[config.mk]
export PLATFORM = sky130hd
export DESIGN_NAME = fvn_div_cell
export DESIGN_NICKNAME = d
export VERILOG_FILES = /design/src/rtl/fvn_pkg.sv /design/src/rtl/fvn_div_cell.sv
export SDC_FILE = /design/constraint.sdc
export NUM_CORES = 1
export LEC_CHECK = 0
export ABC_AREA = 0
export BUFFER_PORTS_ARGS = -buffer_cell sky130_fd_sc_hd__buf_2
export CAP_MARGIN = 20
export CORE_ASPECT_RATIO = 2
export CORE_MARGIN = 2
export CORE_UTILIZATION = 51
export CTS_BUF_LIST = sky130_fd_sc_hd__clkbuf_8 sky130_fd_sc_hd__clkbuf_16
export DETAILED_ROUTE_END_ITERATION = 8
export PLACE_DENSITY = 0.85
export SLEW_MARGIN = 10
export SYNTH_ARGS = -nofsm -noshare
export SYNTH_HDL_FRONTEND = slang
export SYNTH_SLANG_ARGS = --single-unit
export TNS_END_PERCENT = 50
[constraint.sdc]
create_clock -name clk -period 7.07 [get_ports clk]
set_clock_uncertainty 0.15 [all_clocks]
set_input_delay 0.707 -clock clk [delete_from_list [all_inputs] [get_ports clk]]
set_output_delay 0.707 -clock clk [all_outputs]
set_load 0.02 [all_outputs]
[src/rtl/fvn_pkg.sv]
`timescale 1ns / 1ps
`default_nettype none
package fvn_pkg;

  localparam int OCTAVES    = 6;
  localparam int COORD_BITS = 12;

  localparam int CRD_W  = 24;               // Q8.16 coordinate
  localparam int FRAC_W = 16;
  localparam int NUM_W  = COORD_BITS + 2 + FRAC_W;
  localparam int DEN_W  = 13;
  localparam int OUT_W  = 16;
  localparam int ACC_W  = OUT_W + OCTAVES;
  localparam int DIV_STEPS  = NUM_W;
  localparam int CELL_DEPTH = 14;

  localparam logic [31:0] KX_TURN  = 32'd289441625;
  localparam logic [31:0] KY_TURN  = 32'd1937754653;
  localparam logic [15:0] SIN_A    = 16'd51472;
  localparam logic [14:0] SIN_B    = 15'd21024;
  localparam logic [11:0] SIN_C    = 12'd2320;
  localparam logic [31:0] HASH_MUL = 32'd2867760026;

  localparam logic [1:0] REG_FRAME_WIDTH  = 2'd0;
  localparam logic [1:0] REG_FRAME_HEIGHT = 2'd1;

  typedef struct packed {
    logic [DEN_W-1:0] rem_x;
    logic [NUM_W-1:0] num_x;
    logic [DEN_W-1:0] rem_y;
    logic [NUM_W-1:0] num_y;
  } div_t;

  typedef struct packed {
    logic [CRD_W-1:0] x;
    logic [CRD_W-1:0] y;
    logic [ACC_W-1:0] acc;
  } lane_t;

endpackage
`default_nettype wire

[src/rtl/fvn_div_cell.sv]
`timescale 1ns / 1ps
`default_nettype none
module fvn_div_cell import fvn_pkg::*; (
  input  logic             clk,
  input  logic             rst,
  input  logic             en,
  input  logic [DEN_W-1:0] den,
  input  logic             in_valid,
  input  div_t             in_data,
  output logic             out_valid,
  output div_t             out_data
);

  logic [DEN_W:0] cand_x, cand_y, diff_x, diff_y;
  logic           ge_x, ge_y;

  // one restoring step per lane: shift in the next numerator bit
  always_comb begin
    cand_x = {in_data.rem_x, in_data.num_x[NUM_W-1]};
    cand_y = {in_data.rem_y, in_data.num_y[NUM_W-1]};
    ge_x   = cand_x >= {1'b0, den};
    ge_y   = cand_y >= {1'b0, den};
    diff_x = ge_x ? cand_x - {1'b0, den} : cand_x;
    diff_y = ge_y ? cand_y - {1'b0, den} : cand_y;
  end

  always_ff @(posedge clk) begin
    if (rst) begin
      out_valid <= 1'b0;
    end else if (en) begin
      out_valid <= in_valid;
    end
  end

  always_ff @(posedge clk) begin
    if (en) begin
      out_data.rem_x <= diff_x[DEN_W-1:0];
      out_data.num_x <= {in_data.num_x[NUM_W-2:0], ge_x};
      out_data.rem_y <= diff_y[DEN_W-1:0];
      out_data.num_y <= {in_data.num_y[NUM_W-2:0], ge_y};
    end
  end

endmodule
`default_nettype wire

# ---- Yosys cells after proc, flatten, opt, wreduce, memory -nomap -nowiden
# Index checks and enable logic that the tools add are counted.
dict set report word_totals {
  register_bits 87
  inputBits 103
  out_inout_bits 87
  elab_cells 11
}
dict set report classes {
  addsub 2
  magnitude_cmp 2
  mux 2
}
# op count
set op_table {}
lappend op_table {{greater-or-equal comparator 14 x 13 -> 1 bit} 2}
lappend op_table {{two-way mux 13 bit} 2}
lappend op_table {{subtractor 13 bit} 2}

# ---- Longest topological paths before layout
dict set report depth {
  ltp_word 2
  ltp_mapped 10
}

# ---- Worst setup path after synthesis
# Ideal clock, no wire load.
dict set report synth_timing {
  path_kind {in2reg}
  startpoint {in in_data[29] (netlist name)}
  endpoint {reg out_data[35] (netlist name), data pin}
  setup_time_ns 0.260
  arrival_ns 2.662
  setup_slack_ns 3.998
  stages 10
  n_path_buf 1
  path_cell_list {inv_1 ha_1 fa_1 nor2b_4 o31a_1 o21ai_2 a311o_1 nand3_2 buf_4 mux2_2}
}
dict set report synth_via {
  elab_chain_cells 2
}
# item line_no
set synth_rtl {}
lappend synth_rtl {{from (decl)} fvn_div_cell.sv:9} ;# input div_t in_data,
lappend synth_rtl {{greater-or-equal comparator 14 x 13 -> 1 bit} fvn_div_cell.sv:22} ;# ge_y = cand_y >= {1'b0, den};
lappend synth_rtl {{via ge_y} fvn_div_cell.sv:15} ;# logic ge_x, ge_y;
lappend synth_rtl {{two-way mux 13 bit} fvn_div_cell.sv:24} ;# diff_y = ge_y ? cand_y - {1'b0, den} : cand_y;
lappend synth_rtl {{via diff_y[5]} fvn_div_cell.sv:14} ;# logic [DEN_W:0] cand_x, cand_y, diff_x, diff_y;
lappend synth_rtl {{to (decl)} fvn_div_cell.sv:11} ;# output div_t out_data
# The timed path passes the listed nets, and every way through them passes these cells.
# A chain may end at the register's enable or synchronous reset.

# ---- Worst setup path after layout
dict set report layout_timing {
  startpoint {in den[0]}
  endpoint {reg out_data[81] (netlist name), data pin}
}
dict set report layout_via {
  elab_chain_cells 2
}
# item line_no
set layout_rtl {}
lappend layout_rtl {{from (decl)} fvn_div_cell.sv:7} ;# input logic [DEN_W-1:0] den,
lappend layout_rtl {{subtractor 13 bit / greater-or-equal comparator 14 x 13 -> 1 bit (equally long branches)} {fvn_div_cell.sv:23, fvn_div_cell.sv:21}}
lappend layout_rtl {{two-way mux 13 bit *} fvn_div_cell.sv:23} ;# diff_x = ge_x ? cand_x - {1'b0, den} : cand_x;
lappend layout_rtl {{via diff_x[8]} fvn_div_cell.sv:14}
# Mark *: on every way through the listed nets, which the timed path passes. The rest lies on a longest branch.

==> results.json <==
{
  "cp.arrival_ns": 3.16,
  "design.core.area_um2": 8000,
  "p_per_area_nw_per_um2": 254,
  "die_y_um": 133,
  "place_ws_ns": 3.54,
  "ant_nets": 0,
  "avgSynthCellArea_um2": 14.0,
  "ioPinCount": 190,
  "drive_gt1_frac": 0.459,
  "cts_max_path_buffers": 2,
  "synth_edf_count": 86,
  "start_util": 0.527,
  "endpoint_kind": "register",
  "cts_resized": 0,
  "cts_root_buf": "clkbuf_16",
  "clock.fmax_mhz": 310,
  "htree_levels": 3,
  "drt_pass1_iterations": 5,
  "synth.largest_area_cell": "edfxtp_1",
  "ir_worst_vdd_mv": 0.204,
  "syn_inst": 300,
  "async_flop_share": 0,
  "instances_no_fill": 601,
  "final_util": 0.697,
  "cts_buffers": 9,
  "post_cts_buffers": 0,
  "period_minus_slack_ns": 3.22,
  "syn_area_um2": 4210,
  "gp_congestion": 0.872,
  "fin_setup_tns_ns": 0,
  "critPathLaunchType": "primary input",
  "grt_pass1_wl_mm": 17.1,
  "worst-setup-path-type": "in2reg",
  "syn_nets": 431,
  "grt_usage": 0.263,
  "first_global_vias": 3309,
  "synth_cell_type_count": 43,
  "rrSetupSlack_ns": 6.28,
  "finalHoldViolCount": 0,
  "cts.clk_slew.worst_paths_ns": 0.07,
  "finalSetupViolCount": 0,
  "detail_route.vias_per_cell": 5.53,
  "cp_max_fo": 14,
  "rows": 46,
  "cts_tree": "yes",
  "relSlewSlack": 0.478,
  "die_area_um2": 9050,
  "num_vias": 3321,
  "final_common_cell": "buf_2",
  "slew_viol_final": 0,
  "drc": 0,
  "synth_top_area_frac": 0.613,
  "synth-seq-cells": 87,
  "drv_cap": 0,
  "io_buffers": 189,
  "num-nets-final": 629,
  "numPlacedInstances": 582,
  "finalWorstSetupSlack_ns": 3.85,
  "syn_to_final_growth_pct": 32.4,
  "yosys-top-cells-area": "edfxtp_1, ha_1, mux2_2, xnor2_1, a21oi_1",
  "post-dp-hpwl_mm": 8.95,
  "grt_max_degree": 88,
  "holdCritPathClass": "in2reg",
  "hold_slack_ns": 0.373,
  "antenna_found_initial": 1,
  "ys_warn_count": 0,
  "ys_seq_area_frac": 0.618,
  "die_w_um": 68.3,
  "leakagePower_nw": 2.49,
  "routedWlPerCell_um": 19.7,
  "clock-sinks": 87,
  "first_iter_violations": 227,
  "mostFrequentLayoutCells": "buf_2, edfxtp_1, ha_1",
  "clk_latency_ns": 0.34,
  "dominantRegCellSynth": "edfxtp_1",
  "holdBufCountCts": 0,
  "status": "finished, final reports clean",
  "rsz0062_at_grt": "no",
  "fin_crit_sh": 0.456,
  "worstMarginPinSlew_ns": 0.783,
  "required_ns": 7.01,
  "wl_mm": 11.8,
  "grt_remaining_overflow": 0
}
path summary, 6_finish.rpt:
check                         start                endpoint  cells past startpoint
max reg2reg  out_valid$_SDFFE_PP0P_  out_valid$_SDFFE_PP0P_                      2
min                             rst  out_valid$_SDFFE_PP0P_                      2
min reg2reg  out_valid$_SDFFE_PP0P_  out_valid$_SDFFE_PP0P_                      2
max                          den[0]  out_data[81]$_DFFE_PP_                      9
cells in the mapped netlist, types with 4 or more instances:
library cell / count
o21ai_0: 13
nand3_1: 5
xor2_1: 6
o31a_1: 4
edfxtp_1: 86
mux2i_1: 6
mux2_2: 20
inv_1: 20
ha_1: 26
o21a_1: 9
a21o_1: 4
a21oi_1: 15
nand2_1: 10
xnor2_1: 10
nor2_1: 20
critical path, stage by stage:
cell      delay, ns
buf_2          0.11
ha_1           0.22
fa_1           0.41
nor2b_1        0.21
o31ai_1        0.09
a21oi_1        0.23
a211oi_1       0.10
o21ai_2        0.65
mux2_2         0.42
where the power goes:
part | switching (mW) | total, mW | internal, mW
clock network | 0.201 | 0.443 | 0.242
logic | 0.194 | 0.326 | 0.132
registers | 0.0147 | 0.646 | 0.631
total | 0.410 | 1.42 | 1.01
registers in the layout, summed over array words and instances (netlist names):
signal / flops
out_data: 86
out_valid: 1
stage by stage:
stage          instance area (um^2)  total power, mW
2_1_floorplan                  4210            0.856
3_3_place_gp                   5260            0.963
3_5_place_dp                   5260            0.976
4_1_cts                        5550             1.42
5_1_grt                        5580             1.47
6_report                       5580             1.42
layer usage:
metal  up-vias  track usage  part of all wire
met3        37       0.0714              0.10
met4         0        0.151             0.048
met1      1537        0.263              0.33
li1       1547            -                 -
met5         -            0                 0
met2       200        0.462              0.52
area by class of cell:
| cell class | count | area [um^2] |
|---|---|---|
| Sequential cell | 87 | 2600 |
| Fill cell | 559 | 2420 |
| Multi-Input combinational cell | 190 | 1520 |
| Timing Repair Buffer | 190 | 976 |
| Clock buffer | 9 | 225 |
| Tap cell | 96 | 120 |
| Inverter | 20 | 75.1 |
| Clock inverter | 7 | 57.6 |
| Antenna cell | 2 | 5.00 |
cell families (layout without fill, tap and decap cells):
kind of cell | count (synthesis) | in the layout | synth area share
compound gates | 63 | 63 | 0.0992
xor+xnor | 16 | 16 | 0.0333
fa+ha+maj | 28 | 28 | 0.0867
buf+inv | 23 | 226 | 0.0226
flops | 87 | 87 | 0.618
mux | 28 | 28 | 0.0739
other cells | 0 | 2 | 0
simple gates | 55 | 55 | 0.0668
No activity file was read; power rests on OpenSTA's default activity.
